==> src/rtl/orq_pkg.sv <==
package orq_pkg;

  localparam int DEPTH   = 16;
  localparam int DATA_W  = 32;
  localparam int PTR_W   = $clog2(DEPTH);
  localparam int CNT_W   = $clog2(DEPTH + 1);
  localparam int SLOT_W  = 4;
  localparam int LEN_W   = 5;
  localparam int PADDR_W = 3;
  localparam int PDATA_W = 32;

  // Length after reset, clipped to the slot count.
  localparam int LEN_RESET = (16 > DEPTH) ? DEPTH : 16;

  typedef enum logic [1:0] {
    ACT_PUSH      = 2'd0,
    ACT_POP       = 2'd1,
    ACT_PEEK_HEAD = 2'd2,
    ACT_PEEK_SLOT = 2'd3
  } action_e;

  // Register index in the config map.
  localparam logic [PADDR_W-3:0] REG_QUEUE_LENGTH = '0;

  // Controller to datapath commands.
  typedef struct packed {
    logic load;   // capture the incoming beat
    logic exec;   // access the store, update pointers
  } ctl_cmd_t;

endpackage

==> src/rtl/orq_ram.sv <==
module orq_ram #(
  parameter int WIDTH = 32,
  parameter int DEPTH = 16
) (
  input  logic                     clk_i,
  input  logic                     we_i,
  input  logic [$clog2(DEPTH)-1:0] waddr_i,
  input  logic [WIDTH-1:0]         wdata_i,
  input  logic [$clog2(DEPTH)-1:0] raddr_i,
  output logic [WIDTH-1:0]         rdata_o
);

  logic [WIDTH-1:0] mem_q [DEPTH];
  logic [WIDTH-1:0] rdata_q;

  always_ff @(posedge clk_i) begin
    if (we_i) begin
      mem_q[waddr_i] <= wdata_i;
    end
    rdata_q <= mem_q[raddr_i];
  end

  assign rdata_o = rdata_q;

endmodule

==> src/rtl/orq_ctrl.sv <==
module orq_ctrl
  import orq_pkg::*;
(
  input  logic     clk_i,
  input  logic     rst_ni,
  input  logic     start_i,
  output logic     busy_o,
  output logic     done_o,
  output ctl_cmd_t cmd_o
);

  typedef enum logic [2:0] {
    ST_IDLE = 3'b001,
    ST_EXEC = 3'b010,
    ST_RESP = 3'b100
  } state_e;

  state_e state_q, state_d;

  always_comb begin
    state_d = state_q;
    unique case (state_q)
      ST_IDLE: begin
        if (start_i) state_d = ST_EXEC;
      end
      ST_EXEC: state_d = ST_RESP;
      ST_RESP: state_d = ST_IDLE;
      default: state_d = ST_IDLE;
    endcase
  end

  always_ff @(posedge clk_i or negedge rst_ni) begin
    if (!rst_ni) begin
      state_q <= ST_IDLE;
    end else begin
      state_q <= state_d;
    end
  end

  assign busy_o    = (state_q != ST_IDLE);
  assign done_o    = (state_q == ST_RESP);
  assign cmd_o.load = (state_q == ST_IDLE) && start_i;
  assign cmd_o.exec = (state_q == ST_EXEC);

endmodule

==> src/rtl/orq_dp.sv <==
module orq_dp
  import orq_pkg::*;
(
  input  logic                clk_i,
  input  logic                rst_ni,
  input  ctl_cmd_t            cmd_i,
  input  logic [1:0]          action_i,
  input  logic [DATA_W-1:0]   item_data_i,
  input  logic [SLOT_W-1:0]   slot_index_i,
  input  logic                cfg_we_i,
  input  logic [LEN_W-1:0]    cfg_len_i,
  output logic [CNT_W-1:0]    len_o,
  output logic [DATA_W-1:0]   result_data_o,
  output logic                result_valid_o,
  output logic                overwrote_o,
  output logic [CNT_W-1:0]    item_count_o,
  output logic                queue_empty_o,
  output logic                queue_full_o
);

  action_e             act_q;
  logic [DATA_W-1:0]   data_q;
  logic [SLOT_W-1:0]   idx_q;
  logic [PTR_W-1:0]    head_q, head_d, tail_q, tail_d;
  logic [CNT_W-1:0]    cnt_q, cnt_d, len_q, len_d;
  logic [DEPTH-1:0]    occ_q, occ_d;
  logic                rvalid_q, rvalid_d, drop_q, drop_d;
  logic [PTR_W-1:0]    head_nx, tail_nx;
  logic                is_full, is_empty, slot_hit;
  logic                ram_we;
  logic [PTR_W-1:0]    ram_waddr, ram_raddr;
  logic [DATA_W-1:0]   ram_rdata;

  // Wrap at the configured length, not at the slot count.
  function automatic logic [PTR_W-1:0] nxt(input logic [PTR_W-1:0] p,
                                           input logic [CNT_W-1:0] len);
    logic [PTR_W:0] n;
    n = {1'b0, p} + 1'b1;
    return (CNT_W'(n) >= len) ? '0 : n[PTR_W-1:0];
  endfunction

  always_ff @(posedge clk_i) begin
    if (cmd_i.load) begin
      act_q  <= action_e'(action_i);
      data_q <= item_data_i;
      idx_q  <= slot_index_i;
    end
  end

  assign head_nx  = nxt(head_q, len_q);
  assign tail_nx  = nxt(tail_q, len_q);
  assign is_full  = (cnt_q >= len_q);
  assign is_empty = (cnt_q == '0);
  assign slot_hit = !is_empty && (CNT_W'(idx_q) < len_q) && (int'(idx_q) < DEPTH)
                    && occ_q[idx_q[PTR_W-1:0]];

  assign ram_we    = cmd_i.exec && (act_q == ACT_PUSH);
  assign ram_waddr = is_full ? head_q : tail_q;
  assign ram_raddr = (act_q == ACT_PEEK_SLOT) ? idx_q[PTR_W-1:0] : head_q;

  orq_ram #(
    .WIDTH (DATA_W),
    .DEPTH (DEPTH)
  ) u_ram (
    .clk_i   (clk_i),
    .we_i    (ram_we),
    .waddr_i (ram_waddr),
    .wdata_i (data_q),
    .raddr_i (ram_raddr),
    .rdata_o (ram_rdata)
  );

  always_comb begin
    head_d   = head_q;
    tail_d   = tail_q;
    cnt_d    = cnt_q;
    len_d    = len_q;
    occ_d    = occ_q;
    rvalid_d = rvalid_q;
    drop_d   = drop_q;
    if (cfg_we_i) begin
      if (cfg_len_i == '0) begin
        len_d = CNT_W'(1);
      end else if (int'(cfg_len_i) > DEPTH) begin
        len_d = CNT_W'(DEPTH);
      end else begin
        len_d = CNT_W'(cfg_len_i);
      end
      head_d = '0;
      tail_d = '0;
      cnt_d  = '0;
      occ_d  = '0;
    end else if (cmd_i.exec) begin
      rvalid_d = 1'b0;
      drop_d   = 1'b0;
      case (act_q)
        ACT_PUSH: begin
          if (is_full) begin
            occ_d[head_q] = 1'b1;
            head_d        = head_nx;
            tail_d        = head_nx;
            drop_d        = 1'b1;
          end else begin
            occ_d[tail_q] = 1'b1;
            tail_d        = tail_nx;
            cnt_d         = cnt_q + 1'b1;
          end
        end
        ACT_POP: begin
          if (!is_empty) begin
            rvalid_d      = 1'b1;
            occ_d[head_q] = 1'b0;
            cnt_d         = cnt_q - 1'b1;
            if (cnt_q == CNT_W'(1)) begin
              head_d = '0;
              tail_d = '0;
            end else begin
              head_d = head_nx;
            end
          end
        end
        ACT_PEEK_HEAD: rvalid_d = !is_empty;
        default:       rvalid_d = slot_hit;
      endcase
    end
  end

  always_ff @(posedge clk_i or negedge rst_ni) begin
    if (!rst_ni) begin
      head_q   <= '0;
      tail_q   <= '0;
      cnt_q    <= '0;
      len_q    <= CNT_W'(LEN_RESET);
      occ_q    <= '0;
      rvalid_q <= 1'b0;
      drop_q   <= 1'b0;
    end else begin
      head_q   <= head_d;
      tail_q   <= tail_d;
      cnt_q    <= cnt_d;
      len_q    <= len_d;
      occ_q    <= occ_d;
      rvalid_q <= rvalid_d;
      drop_q   <= drop_d;
    end
  end

  assign len_o          = len_q;
  assign result_data_o  = rvalid_q ? ram_rdata : '0;
  assign result_valid_o = rvalid_q;
  assign overwrote_o    = drop_q;
  assign item_count_o   = cnt_q;
  assign queue_empty_o  = (cnt_q == '0);
  assign queue_full_o   = (cnt_q == len_q);

endmodule

==> src/rtl/overwriting_ring_queue.sv <==
// Channel   Direction  Handshake                      Beat
// command   in         start & !busy at clk edge      action, item_data, slot_index
// result    out        done_o high for one cycle      data, valid, overwrote, count, flags
// config    in/out     APB, psel&penable&pwrite       queue_length at byte address 0
//
// Each command runs through accept, store access and result. The store
// has a registered read port, so the result beat comes in the cycle after
// the access cycle; busy stays high until the result cycle is over.
// Reset empties the queue and sets the length to 16. Results cannot be
// stalled: done_o marks the only cycle a result is shown.
//
// Controller: a three-state sequencer (idle, exec, resp).
// Datapath: pointers, entry count, per-slot occupied flags and a 16x32
// RAM for the words. Writing queue_length clamps it to 1..16 and empties
// the queue; the RAM itself is never cleared, the occupied flags and the
// count guard every read of it.
module overwriting_ring_queue
  import orq_pkg::*;
(
  input  logic               clk_i,
  input  logic               rst_ni,
  // command
  input  logic               start,
  output logic               busy,
  input  logic [1:0]         action_i,
  input  logic [DATA_W-1:0]  item_data_i,
  input  logic [SLOT_W-1:0]  slot_index_i,
  // result
  output logic               done_o,
  output logic [DATA_W-1:0]  result_data_o,
  output logic               result_valid_o,
  output logic               overwrote_o,
  output logic [CNT_W-1:0]   item_count_o,
  output logic               queue_empty_o,
  output logic               queue_full_o,
  // config
  input  logic               psel,
  input  logic               penable,
  input  logic               pwrite,
  input  logic [PADDR_W-1:0] paddr,
  input  logic [PDATA_W-1:0] pwdata,
  output logic [PDATA_W-1:0] prdata,
  output logic               pready
);

  ctl_cmd_t         cmd;
  logic             reg_sel;
  logic             cfg_we;
  logic [CNT_W-1:0] len;

  // Word-aligned decode; byte offset bits are ignored.
  assign reg_sel = (paddr[PADDR_W-1:2] == REG_QUEUE_LENGTH);
  assign cfg_we  = psel && penable && pwrite && pready && reg_sel;
  assign pready  = 1'b1;
  assign prdata  = reg_sel ? PDATA_W'(len) : '0;

  orq_ctrl u_ctrl (
    .clk_i   (clk_i),
    .rst_ni  (rst_ni),
    .start_i (start),
    .busy_o  (busy),
    .done_o  (done_o),
    .cmd_o   (cmd)
  );

  orq_dp u_dp (
    .clk_i          (clk_i),
    .rst_ni         (rst_ni),
    .cmd_i          (cmd),
    .action_i       (action_i),
    .item_data_i    (item_data_i),
    .slot_index_i   (slot_index_i),
    .cfg_we_i       (cfg_we),
    .cfg_len_i      (pwdata[LEN_W-1:0]),
    .len_o          (len),
    .result_data_o  (result_data_o),
    .result_valid_o (result_valid_o),
    .overwrote_o    (overwrote_o),
    .item_count_o   (item_count_o),
    .queue_empty_o  (queue_empty_o),
    .queue_full_o   (queue_full_o)
  );

endmodule

==> config.mk <==
export PLATFORM = sky130hd
export DESIGN_NAME = overwriting_ring_queue
export DESIGN_NICKNAME = d
export VERILOG_FILES = /design/src/rtl/orq_pkg.sv /design/src/rtl/orq_ram.sv /design/src/rtl/orq_ctrl.sv /design/src/rtl/orq_dp.sv /design/src/rtl/overwriting_ring_queue.sv
export SDC_FILE = /design/constraint.sdc
export NUM_CORES = 1
export LEC_CHECK = 0
export BUFFER_PORTS_ARGS = -buffer_cell sky130_fd_sc_hd__buf_4
export CAP_MARGIN = 30
export CORE_AREA = 8 8 244 246
export DETAILED_ROUTE_END_ITERATION = 10
export DIE_AREA = 0 0 252 254
export HOLD_SLACK_MARGIN = 0.02
export PLACE_DENSITY_LB_ADDON = 0.2
export REMOVE_ABC_BUFFERS = 1
export SLEW_MARGIN = 20
export SYNTH_ARGS = -nofsm -noshare
export SYNTH_HDL_FRONTEND = slang
export SYNTH_HIERARCHICAL = 1
export SYNTH_SLANG_ARGS = --single-unit
==> constraint.sdc <==
create_clock -name clk_i -period 6.6 [get_ports clk_i]
set_clock_uncertainty 0.15 [all_clocks]
set_input_delay 1.32 -clock clk_i [delete_from_list [all_inputs] [get_ports clk_i]]
set_output_delay 1.32 -clock clk_i [all_outputs]
set_load 0.03 [all_outputs]
# After elaboration in Yosys (flattened, before gate mapping)
# Memories as Yosys holds them, arrays and structs flattened. A register that Yosys moved wholly into a read port is not among the register bits.
# Cells that the tools add are included.
[word_totals]
regBits = 77
ramBits = 512
inputBits = 79
output_inout_bits = 76
word_cells = 110
memories = 1
[classes]
n_addsub = 4
n_lt_le_gt_ge = 10
n_eq_ne = 14
mux = 44
n_bitwise = 6
reduce_logical = 20
[mem_list]
columns = ["name", "words", "word_bits", "read_ports", "rd_ports_with_merged_regs", "write_ports", "line_no", "rtl"]
rows = [
  ["u_dp.u_ram.mem_q", 16, 32, 1, 1, 1, "orq_ram.sv:13", "logic [WIDTH-1:0] mem_q [DEPTH];"],
]
[op_table]
columns = ["operator", "count"]
rows = [
  ["two-way mux 16 bit", 4],
  ["two-way mux 4 bit", 14],
  ["two-way mux 5 bit", 7],
  ["two-way mux 32 bit", 1],
  ["OR 16 bit", 2],
  ["case mux 16 bit (2 select lines)", 1],
  ["bitwise AND 16 bit", 1],
  ["inverter 16 bit", 1],
  ["case mux 4 bit (2 select lines)", 2],
  ["greater-or-equal comparator 5 bit", 3],
  ["< comparator 4 x 5 -> 1 bit (second input constant)", 3],
  ["AND reduction 4 bit", 3],
  ["adder 4 x 1 -> 5 bit (second input constant)", 2],
  ["logical NOT 5 bit", 2],
  ["case mux 5 bit (2 select lines)", 1],
  ["logical AND 1 bit", 9],
  ["demux 1 bit (select 4 bit)", 2],
  ["greater-or-equal comparator 4 x 1 -> 1 bit (second input constant)", 2],
  ["two-way mux 1 bit", 8],
  ["!= test 3 x 2 -> 1 bit (second input constant)", 2],
  ["!= test 3 bit (second input constant)", 2],
  ["case mux 3 bit (2 select lines)", 1],
  ["adder 5 x 1 -> 5 bit (second input constant)", 1],
  ["equality test 5 x 1 -> 1 bit (second input constant)", 1],
  ["21 further kinds", 23],
]

# Depth between registers and ports, before layout
# Gate-level depths: netlist (run 1).
[logic_depth]
word_depth = 10
depth_mapped = 11

# Cells and area by module
# Netlist (run 1), hierarchy kept.
[modules_own_cells]
columns = ["module", "n_inst", "cells_each", "area_per_inst_um2", "seq_area_each_um2"]
rows = [
  ["orq_ram", 1, 838, 19835.3, 16015.4],
  ["orq_dp", 1, 422, 4439.3, 2043.2],
  ["overwriting_ring_queue", 1, 36, 271.5, 0.0],
  ["orq_ctrl", 1, 11, 143.9, 76.3],
]

# Worst setup path after synthesis (run 1)
# OpenSTA, ideal clock, no wires.
[synth_path]
path_kind = "register -> register"
from = "register u_dp.cnt_q[0] (netlist: u_dp/item_count_o[0])"
to = "memory u_dp.u_ram.mem_q[0][0] (enable)"
arrival_time_ps = 5035
setup_slack_ps = 954
stages_incl_launch_ff = 12
cell_sequence = "dfrtp_1 -> inv_1 -> ha_1 -> nand3_1 -> nor2_1 -> nor3_1 -> buf_2 -> buf_2 -> nand2_1 -> o21ai_0 -> or3b_2 -> nor3_1"
[synth_between]
elab_chain_cells = 2
[synth_lines]
columns = ["element", "line_no", "rtl"]
rows = [
  ["from (decl)", "orq_dp.sv:25", "logic [CNT_W-1:0] cnt_q, cnt_d, len_q, len_d;"],
  ["from (signal assigned)", "orq_dp.sv:140", "cnt_q <= cnt_d;"],
  ["greater-or-equal comparator 5 bit", "orq_dp.sv:52", "assign is_full = (cnt_q >= len_q);"],
  ["two-way mux 4 bit", "orq_dp.sv:58", "assign ram_waddr = is_full ? head_q : tail_q;"],
  ["net u_dp.ram_waddr[2]", "orq_dp.sv:31", "logic [PTR_W-1:0] ram_waddr, ram_raddr;"],
  ["to (decl)", "orq_ram.sv:13", ""],
]
# The timed path passes the listed nets, and every way through them passes these cells.

# Worst setup path in the final report (run 1)
[layout_path]
from = "register u_dp.len_q[4] (netlist: u_dp/len_o[4])"
to = "memory u_dp.u_ram.mem_q[6][0] (enable)"
[layout_between]
elab_chain_cells = 2
[layout_lines]
columns = ["element", "line_no", "rtl"]
rows = [
  ["from (decl)", "orq_dp.sv:25", ""],
  ["from (signal assigned)", "orq_dp.sv:133", "len_q <= CNT_W'(LEN_RESET);"],
  ["from (signal assigned)", "orq_dp.sv:141", "len_q <= len_d;"],
  ["greater-or-equal comparator 5 bit", "orq_dp.sv:52", ""],
  ["two-way mux 4 bit", "orq_dp.sv:58", ""],
  ["net u_dp.ram_waddr[1]", "orq_dp.sv:31", ""],
]
# The timed path passes the listed nets, and every way through them passes these cells.

==> results of run 1 <==
power by group:
group	leakage, nW	internal (W)	switching (W)
Combinational	2.84	0.00126	0.00156
Sequential	5.73	0.00470	0.000353
Clock	1.10	0.00235	0.00147
Total	9.67	0.00831	0.00338
final cells by class:
| type | count | area [sq um] | share of cell area [%] |
|---|---|---|---|
| multi-input cells | 596 | 6220 | 21.7 |
| clock buffers | 87 | 1790 | 6.24 |
| clock inverters | 32 | 449 | 1.56 |
| well taps | 756 | 946 | 3.30 |
| inverters | 21 | 78.8 | 0.275 |
| flip-flops and latches | 621 | 18100 | 63.2 |
| repair buffers | 130 | 1080 | 3.77 |
per-stage QoR:
step	hold slack [ps]	power, W	utilization [%]	std cells	area [sq um]
final	355	0.0117	51.5	2243	28700
after global routing	378	0.0122	51.5	2243	28700
after CTS	359	0.0118	51.5	2242	28700
after detailed placement	346	0.00800	47.4	2123	26400
after global placement	337	0.00795	47.2	2117	26300
after floorplan	315	0.00706	-	1238	24300
flip-flops by register name, summed over array words and instances, names as in the netlist:
signal	count
u_dp/u_ram/mem_q	512
u_dp/data_q	32
u_dp/u_ram/rdata_o	32
u_dp/occ_q	16
u_dp/item_count_o	5
u_dp/len_o	5
u_dp/head_q	4
u_dp/idx_q	4
u_dp/tail_q	4
u_ctrl/state_q	3
u_dp/act_q	2
u_dp/overwrote_o	1
u_dp/result_valid_o	1
worst max path at each step:
stage,endpoint
after floorplan,u_dp/u_ram/mem_q[0][0]
after global placement,u_dp/u_ram/mem_q[15][20]
after detailed placement,u_dp/u_ram/mem_q[11][21]
after CTS,u_dp/u_ram/mem_q[11][14]
after global routing,u_dp/u_ram/mem_q[11][14]
final,u_dp/u_ram/mem_q[6][0]
cells in the final DEF, fill, tap and decap left out, drive strengths merged, types with 6 or more instances in the layout:
| cell type | count |
|---|---|
| o21ai | 29 |
| a22oi | 64 |
| clkinv | 17 |
| nand3 | 21 |
| ha | 30 |
| mux2 | 15 |
| mux2i | 12 |
| conb | 28 |
| a21oi | 9 |
| o211ai | 6 |
| nand2b | 10 |
| mux4 | 132 |
| a32o | 8 |
| inv | 25 |
| nor2 | 34 |
| nand2 | 71 |
| bufinv | 11 |
| nor2b | 7 |
| buf | 130 |
| clkbuf | 87 |
| dfxtp | 32 |
| dfrtp | 37 |
| edfxtp | 550 |
| and2 | 35 |
| nor3 | 11 |
logic make-up after synthesis:
family,after synthesis,synth area share (%)
AO/OA/AOI/OAI,148,4.31
XOR/XNOR,6,0.213
adder cells (fa/ha/maj),30,1.52
buffers and inverters,116,2.46
flip-flops,621,73.5
multiplexers,159,13.2
other,2,0.0304
AND/OR/NAND/NOR,225,4.80
metal layers:
metal / wire length, um / up-vias / part of all wire [%]
li1: - / 5461 / -
met1: 24000 / 6581 / 44
met2: 26300 / 336 / 49
met3: 2980 / 60 / 5.5
met4: 840 / 0 / 1.6
met5: 0 / - / 0
==> impl_metrics.csv, run 1 <==
group,metric,value,unit
run_status,status,"finished, final reports clean",
critical_path,arrival,4540,ps
final_layout,n_fill_cell,4495,
global_route,overflow,0,
run,max_cap_viol_count,0,
synthesis,ys_types,71,
synthesis,yosys-top-cells-count,"edfxtp_1 (550), mux4_2 (132), nand2_1 (71), a22oi_1 (64), buf_4 (39)",
critical_path,crit_buf_inv,4,
clock_tree,cts_hold_buffers,0,
worst_hold_path,hp-class,"flop to flop",
route,routed_wl,54200,um
route,drt_iter0_markers,1099,
critical_path,cp_slowest_stage_delay,830,ps
place,pre_cts_slack,2220,ps
place,dp_hpwl,30000,um
global_route,grtUsageTotal,17.0,%
die,start_util,44.3,%
sta,finalCritPeriodShare,66.9,%
place,gp_congestion,0.834,
global_route,grtUsageMet1,23.6,%
global_route,grt_pass1_vias,13100,
synthesis,yosysTopAreaCell,"edfxtp_1",
synthesis,syn_area_per_cell,18.9,sq um
final_layout,syn_to_final_growth,16.3,%
clock_tree,clkTransAtPathRegs,60,ps
sta,setup_tns,0,ps
die,dieWidth,252,um
synthesis,ys_seq_elements,621,
clock_tree,clk_latency,590,ps
critical_path,reg2reg_from,"u_dp/len_o[4]",
synthesis,yosys_warnings,6,
sta,slew_headroom,33.3,%
synthesis,yosysMostFrequentCell,"edfxtp_1",
critical_path,crit_type,"flop to flop",
global_route,use_met3,2.77,%
power_and_ir_drop,powerDensity,407,nW/um^2
route,vias_per_cell,5.55,
die,die_y,254,um
synthesis,yosysTopAreaCellShare,66.9,%
clock_tree,ctsResizeCount,0,
place,io_buffers,97,
clock_tree,cts_tree,"yes",
die,dieArea,64000,sq um
synthesis,netlist_instances,1307,
sta,finalSetupViolations,0,
synthesis,synth-seq-area-share,73.5,%
sta,finalWorstSetupSlack,2180,ps
critical_path,crit_cells,11,
global_route,grt_pass1_wl,81700,um
sta,min_period,4420,ps
critical_path,cp_top_family,"simple AND/OR/NAND/NOR gates",
critical_path,cpMaxStageDelayCell,"nor2_4",
route,dr_total_vias,12400,
global_route,antenna_found_initial,0,
route,firstDrtPassIters,5,
critical_path,crit_fanout,21,
route,drc,0,
synthesis,synthTopCellsByArea,"edfxtp_1 (67%), mux4_2 (12%), dfrtp_1 (3.8%)",
sta,tightestPinTransition,998,ps
synthesis,synth_edf_count,550,
clock_tree,clock-sinks,621,
sta,slew_viol_final,0,
critical_path,path_cells,"inv_1 -> ha_1 -> nand2_1 -> a211oi_1 -> nor3_2 -> buf_4 -> o21ai_0 -> buf_2 -> nand2b_1 -> nor2_4 -> buf_4",
clock_tree,post_cts_buffers,0,
sta,timing.fmax,0.226,GHz
clock_tree,cts_made_buffers,66,
final_layout,drive_gt1_share,27.7,%
worst_hold_path,holdPathEnd,"u_ctrl/state_q[2]",
route,wl_per_cell,24.2,um
sta,rsz0062_at_grt,"no",
final_layout,diodes,0,
global_route,busiest_layer,"met2",
clock_tree,cts.root.buffer_cell,"clkbuf_16",
sta,timing.final.hold_violations,0,
global_route,met2_usage,27.9,%
critical_path,crit_path_end_kind,"flop",
final_layout,nNetsFinal,1545,
power_and_ir_drop,p_leak,9.67,nW
global_route,grt_max_degree,89,
power_and_ir_drop,ir_worst_vdd,235,uV
die,num_rows,87,
synthesis,synth_area,24700,sq um
critical_path,worstSetupStartpointType,"flop",
clock_tree,cts_max_level,3,
worst_hold_path,hp-start,"u_ctrl/state_q[2]",
critical_path,r2r_cells,11,
die,ios,155,
critical_path,crit_start,"u_dp/len_o[4]",
route,ant_nets,0,
critical_path,r2r_slack,2180,ps
synthesis,synthArstFlopShare,6.28,%
worst_hold_path,min_path_cells,1,
clock_tree,clock_path_buffers,3,
die,coreArea,55700,sq um
critical_path,reg2reg_to,"u_dp/u_ram/mem_q[6][0]",
critical_path,required,6720,ps
critical_path,crit_top_cell,"buf_4",
synthesis,synthFlopType,"edfxtp_1",
(Power assumes the default switching activity.)
==> inputs of run 2 (changes only) <==
--- a/config.mk
+++ b/config.mk
@@ -5,11 +5,12 @@
 export SDC_FILE = /design/constraint.sdc
 export NUM_CORES = 1
 export LEC_CHECK = 0
+export ABC_AREA = 1
 export BUFFER_PORTS_ARGS = -buffer_cell sky130_fd_sc_hd__buf_4
 export CAP_MARGIN = 30
-export CORE_AREA = 8 8 244 246
+export CORE_AREA = 8 8 258 260
 export DETAILED_ROUTE_END_ITERATION = 10
-export DIE_AREA = 0 0 252 254
+export DIE_AREA = 0 0 266 268
 export HOLD_SLACK_MARGIN = 0.02
 export PLACE_DENSITY_LB_ADDON = 0.2
 export REMOVE_ABC_BUFFERS = 1
==> constraint.sdc (replaced) <==
create_clock -name clk_i -period 4.4 [get_ports clk_i]
set_clock_uncertainty 0.15 [all_clocks]
set_input_delay 0.88 -clock clk_i [delete_from_list [all_inputs] [get_ports clk_i]]
set_output_delay 0.88 -clock clk_i [all_outputs]
set_load 0.03 [all_outputs]
==> run 2 against run 1 <==
Against the previous run: global-route usage increased by 1.5 points; non-clock buffer count up 11; utilization fell by 0.94 points; die area rose by 11%; via count grew 48%; synthesized cell count grew 110%; final area rose by 9.9%; total power grew 60%; worst hold slack got worse by 230 ps; sequential share of layout area down 5.7 points; critical path type unchanged; critical endpoint is now u_dp/u_ram/mem_q[5][14]; largest cell class unchanged.
==> impl_metrics.csv, run 2 <==
group,metric,value,unit
route,dr_total_vias,18500,
final_layout,layoutNonFillerInstCount,3745,
clock_tree,ctsResizeCount,0,
synthesis,synthFlopType,"edfxtp_1",
clock_tree,cts_max_level,3,
sta,timing.fmax,0.267,GHz
synthesis,netlist_instances,2768,
synthesis,yosysMostFrequentCell,"nand2_1",
place,gp_congestion,0.885,
final_layout,largest_reg_flops,512,
synthesis,syn_area_per_cell,10.0,sq um
final_layout,nNetsFinal,2959,
critical_path,crit_fanout,24,
route,ant_nets,0,
critical_path,crit_path_end_kind,"flop",
place,pre_cts_slack,684,ps
sta,finalCritPeriodShare,85.0,%
global_route,grt_pass1_wl,103000,um
global_route,antenna_found_initial,1,
route,routed_wl,66300,um
synthesis,ys_types,40,
die,dieArea,71300,sq um
synthesis,ys_seq_elements,621,
final_layout,max_flop_register,"u_dp/u_ram/mem_q",
sta,finalSetupViolations,0,
place,dp_hpwl,36300,um
synthesis,yosysTopAreaCell,"edfxtp_1",
route,drt_iter0_markers,1282,
clock_tree,clk_latency,590,ps
critical_path,required,4470,ps
clock_tree,cts_tree,"yes",
synthesis,synth-seq-area-share,65.2,%
sta,timing.final.hold_violations,0,
clock_tree,cts_hold_buffers,0,
final_layout,finish.instance_area,31500,sq um
power_and_ir_drop,powerDensity,594,nW/um^2
clock_tree,cts.root.buffer_cell,"clkbuf_16",
die,start_util,44.6,%
die,coreArea,62400,sq um
global_route,grtUsageTotal,18.6,%
synthesis,yosysTopAreaCellShare,59.4,%
final_layout,n_fill_cell,5581,
power_and_ir_drop,ir_worst_vdd,679,uV
power_and_ir_drop,finalPower,0.0188,W
sta,slew_viol_final,0,
run,max_cap_viol_count,0,
clock_tree,clock-sinks,621,
critical_path,worstSetupStartpointType,"flop",
critical_path,arrival,3810,ps
sta,slew_headroom,28.0,%
die,ios,155,
route,firstDrtPassIters,5,
final_layout,drive_gt1_share,9.87,%
die,num_rows,92,
route,wl_per_cell,17.7,um
die,die_y,268,um
clock_tree,clkTransAtPathRegs,60,ps
route,drc,0,
route,vias_per_cell,4.93,
synthesis,yosys_warnings,6,
final_layout,fin_util,50.6,%
die,dieWidth,266,um
place,io_buffers,97,
synthesis,synthTopCellsByArea,"edfxtp_1 (59%), nand2_1 (11%), nand3_1 (8.5%)",
run_status,status,"finished, final reports clean",
synthesis,synthArstFlopShare,6.28,%
place,placed_cells,3623,
final_layout,final_cell_mix,"nand2_1 (825), edfxtp_1 (550), inv_1 (495)",
sta,finalWorstSetupSlack,660,ps
power_and_ir_drop,p_leak,13.8,nW
clock_tree,post_cts_buffers,0,
global_route,overflow,0,
sta,rsz0062_at_grt,"no",
final_layout,mostFrequentLayoutCell,"nand2_1",
clock_tree,clock_path_buffers,3,
global_route,grt_pass1_vias,18200,
final_layout,diodes,0,
clock_tree,cts_made_buffers,69,
sta,tightestPinTransition,1080,ps
critical_path,crit_type,"flop to flop",
synthesis,synth_edf_count,550,
synthesis,synth_area,27800,sq um
worst_hold_path,hp-class,"input pin to asynchronous set/reset pin",
global_route,grt_max_degree,205,
final_layout,syn_to_final_growth,13.4,%
sta,min_period,3740,ps
place,placed_area,29400,sq um
synthesis,yosys-top-cells-count,"nand2_1 (825), edfxtp_1 (550), inv_1 (497), nand3_1 (473), buf_2 (50)",
-- run 2: cell types whose count changed in the layout (fill, tap and decap cells not counted), sizes merged, moves of 15 or more --
cell,before,now
a22oi,64,0
and2,35,0
inv,25,505
mux2,15,0
mux4,132,0
nand2,71,828
nand3,21,477
-- run 2: path summary, 6_finish.rpt --
kind | startpoint | to | slack (ps) | depth (start not counted)
hold reg to reg | u_dp/occ_q[4] | u_dp/occ_q[4] | 390 | 2
min in group clk_i | item_data_i[30] | u_dp/data_q[30] | 310 | 1
setup / recovery | u_dp/len_o[4] | u_dp/u_ram/mem_q[5][14] | 660 | 10
max in group asynchronous | rst_ni | u_dp/result_valid_o | 3580 | 1
setup reg to reg | u_dp/len_o[4] | u_dp/u_ram/mem_q[5][14] | 660 | 10
hold / removal | rst_ni | u_dp/occ_q[12] | 120 | 1
-- run 2: through the flow --
step,hold slack [ps],TNS [ps]
after global placement,354,0
after CTS,113,0
after global routing,148,0
final,121,0
after detailed placement,384,0
after floorplan,343,-560850
-- run 2: logic make-up (layout without fill, tap and decap cells) --
group / after synthesis / count (layout) / synth area share [%]
buffers and inverters: 659 / 764 / 10.5
AND/OR/NAND/NOR: 1362 / 1362 / 20.8
XOR/XNOR: 10 / 10 / 0.315
AO/OA/AOI/OAI: 84 / 84 / 1.72
other: 2 / 28 / 0.0270
flip-flops: 621 / 621 / 65.2
adder cells (fa/ha/maj): 30 / 30 / 1.35
-- run 2: area by class of cell --
class | count | area [sq um] | area share (%)
Tap cell | 846 | 1060 | 3.36
Clock buffer | 88 | 1870 | 5.92
Clock inverter | 32 | 245 | 0.777
Inverter | 503 | 1900 | 6.02
Timing Repair Buffer | 141 | 1330 | 4.20
Multi-Input combinational cell | 1514 | 7020 | 22.2
Sequential cell | 621 | 18100 | 57.5
-- run 2: report_power, final --
part | leakage (nW) | internal (W) | switching (W)
clock | 1.03 | 0.00317 | 0.00225
combinational | 7.06 | 0.00178 | 0.00394
sequential | 5.71 | 0.00708 | 0.000524
-- run 2: routing by layer --
| layer | track usage [%] | wire length [um] | vias to the layer above |
|---|---|---|---|
| met5 | 0 | 0 | - |
| met4 | 5.17 | 1320 | 0 |
| met3 | 3.04 | 3350 | 95 |
| li1 | - | - | 9021 |
| met2 | 32.2 | 32600 | 449 |
| met1 | 24.0 | 29000 | 8887 |
-- run 2: worst max-delay path, cell delays in order, from the launching register on --
cell and delay [ps]:
dfstp_2 540, inv_1 120, ha_1 350, a21o_1 220
nor2_4 370, nand2_2 180, buf_4 260, o21ai_1 240
nand2_1 300, nor2_4 190, buf_4 420
==> inputs of run 3 (changes only) <==
--- a/config.mk
+++ b/config.mk
@@ -8,6 +8,8 @@
 export ABC_AREA = 1
 export BUFFER_PORTS_ARGS = -buffer_cell sky130_fd_sc_hd__buf_4
 export CAP_MARGIN = 30
+export CELL_PAD_IN_SITES_DETAIL_PLACEMENT = 0
+export CELL_PAD_IN_SITES_GLOBAL_PLACEMENT = 1
 export CORE_AREA = 8 8 258 260
 export DETAILED_ROUTE_END_ITERATION = 10
 export DIE_AREA = 0 0 266 268
==> run 3 against run 2 <==
Against the previous run: die area is the same; final cell count grew 0.19%; critical path depth shrank 1; sequential power is essentially flat; clock power grew 1%; worst hold slack gained 13 ps; utilization is essentially flat; sequential cell count is the same; critical endpoint is now u_dp/u_ram/mem_q[11][23]; largest power group unchanged.
==> impl_metrics.csv, run 3 (synthesis results as in run 2) <==
group,metric,value,unit
clock_tree,clk_latency,590,ps
clock_tree,clkTransAtPathRegs,60,ps
power_and_ir_drop,powerDensity,599,nW/um^2
final_layout,max_flop_register,"u_dp/u_ram/mem_q",
route,vias_per_cell,4.93,
clock_tree,clock_path_buffers,3,
place,dp_hpwl,38200,um
route,wl_per_cell,18.4,um
clock_tree,post_cts_buffers,0,
power_and_ir_drop,p_int,0.0121,W
sta,timing.fmax,0.272,GHz
critical_path,arrival,3800,ps
power_and_ir_drop,ir_worst_vdd,528,uV
place,io_buffers,97,
power_and_ir_drop,power_frac_seq,40.3,%
worst_hold_path,hp-class,"input pin to asynchronous set/reset pin",
die,ios,155,
clock_tree,clock-sinks,621,
critical_path,r2r_cells,9,
critical_path,required,4530,ps
power_and_ir_drop,p_sw,0.00682,W
critical_path,cp_slowest_stage_delay,540,ps
critical_path,crit_fanout,17,
final_layout,nNetsFinal,2963,
global_route,grt_pass1_wl,107000,um
power_and_ir_drop,power_frac_comb,30.6,%
global_route,overflow,0,
sta,slew_viol_final,0,
critical_path,crit_top_cell,"nor2_4",
die,start_util,44.6,%
sta,finalWorstSetupSlack,730,ps
global_route,grt_max_degree,137,
power_and_ir_drop,swShare,36.0,%
critical_path,crit_type,"flop to flop",
run_status,status,"finished, final reports clean",
global_route,grt_pass1_vias,18300,
run,max_cap_viol_count,0,
sta,finalCritPeriodShare,83.4,%
die,coreArea,62400,sq um
route,dr_total_vias,18500,
critical_path,worstSetupStartpointType,"flop",
route,drc,0,
final_layout,finish.instance_area,31600,sq um
final_layout,mostFrequentLayoutCell,"nand2_1",
route,ant_nets,0,
die,dieWidth,266,um
final_layout,largest_reg_flops,512,
final_layout,final_cell_mix,"nand2_1 (825), edfxtp_1 (550), inv_1 (495)",
final_layout,diodes,0,
route,drt_iter0_markers,1142,
critical_path,crit_path_end_kind,"flop",
clock_tree,cts_max_level,3,
route,routed_wl,68900,um
sta,timing.final.hold_violations,0,
sta,tightestPinTransition,795,ps
power_and_ir_drop,finalPower,0.0189,W
clock_tree,cts_made_buffers,69,
die,die_y,268,um
place,placed_area,29400,sq um
clock_tree,ctsResizeCount,0,
route,firstDrtPassIters,5,
die,num_rows,92,
die,dieArea,71300,sq um
global_route,antenna_found_initial,0,
final_layout,syn_to_final_growth,13.5,%
sta,slew_headroom,47.0,%
critical_path,cpMaxStageDelayCell,"dfstp_2",
power_and_ir_drop,p_leak,13.8,nW
global_route,grtUsageTotal,19.3,%
final_layout,drive_gt1_share,9.98,%
sta,finalSetupViolations,0,
clock_tree,cts_hold_buffers,0,
power_and_ir_drop,clock_power_share,29.0,%
sta,fin_hold_ws,134,ps
clock_tree,cts.root.buffer_cell,"clkbuf_16",
place,pre_cts_slack,761,ps
place,gp_congestion,0.855,
sta,setup_tns,0,ps
sta,min_period,3670,ps
clock_tree,cts_tree,"yes",
sta,rsz0062_at_grt,"no",
critical_path,path_cells,"inv_1 -> ha_1 -> a21o_1 -> nor2_4 -> nand2_2 -> o21ai_0 -> nand3b_1 -> nor2_4 -> buf_12",
run 3: cell count changes in the layout (fill, tap and decap cells not counted):
cell | previous run | this run
clkbuf_8 | 7 | 6
inv_4 | 0 | 1
clkinv_1 | 12 | 10
buf_4 | 122 | 128
clkinvlp_4 | 5 | 2
buf_12 | 15 | 17
buf_16 | 4 | 0
clkbuf_1 | 12 | 17
inv_6 | 5 | 1
bufinv_16 | 3 | 2
clkinv_4 | 0 | 4
clkbuf_16 | 69 | 73
run 3: critical path, delay by kind of cell, from the launching register on:
family | cells | cell delay, ps
AOI/OAI and AO/OA | 2 | 640
DFF | 1 | 540
and+or+nand+nor | 4 | 1370
buffers and inverters | 2 | 330
adders and majority gates | 1 | 340
run 3: power by group through the flow:
stage          clock (W)  sequential, W  combinational, W
2_1_floorplan          0        0.00757           0.00393
3_3_place_gp           0        0.00776           0.00572
3_5_place_dp           0        0.00776           0.00582
4_1_cts          0.00564        0.00764           0.00584
5_1_grt          0.00587        0.00771           0.00648
6_report         0.00549        0.00763           0.00579
run 3: metrics by stage:
step	std cells	utilization, %
final	3752	50.6
after global routing	3752	50.6
after CTS	3751	50.6
after detailed placement	3628	47.1
after global placement	3627	47.1
after floorplan	2638	-
run 3: final timing paths:
kind	from	to	slack, ps
worst max register to register	u_dp/len_o[4]	u_dp/u_ram/mem_q[11][23]	730
max in group asynchronous	rst_ni	u_dp/result_valid_o	3560
min in group clk_i	item_data_i[27]	u_dp/data_q[27]	320
worst min register to register	u_ctrl/state_q[2]	u_ctrl/state_q[0]	370
worst min-delay path	rst_ni	u_dp/occ_q[2]	130
worst max-delay path	u_dp/len_o[4]	u_dp/u_ram/mem_q[11][23]	730
run 3: area by class of cell:
type | count | area, sq um
Clock buffer | 96 | 1970
Fill cell | 5637 | 30800
Tap cell | 846 | 1060
Multi-Input combinational cell | 1514 | 7020
Timing Repair Buffer | 145 | 1300
Clock inverter | 27 | 194
Sequential cell | 621 | 18100
Inverter | 503 | 1900
run 3: metal layers:
layer  part of all wire (%)  vias to the layer above  wire length (um)  GRT usage [%]
li1                       -                     9043                 -              -
met2                     49                      446             33600           33.0
met3                    4.6                      100              3150           2.88
met4                    2.3                        0              1580           6.16
met5                      0                        -                 0              0
met1                     44                     8892             30600           25.4
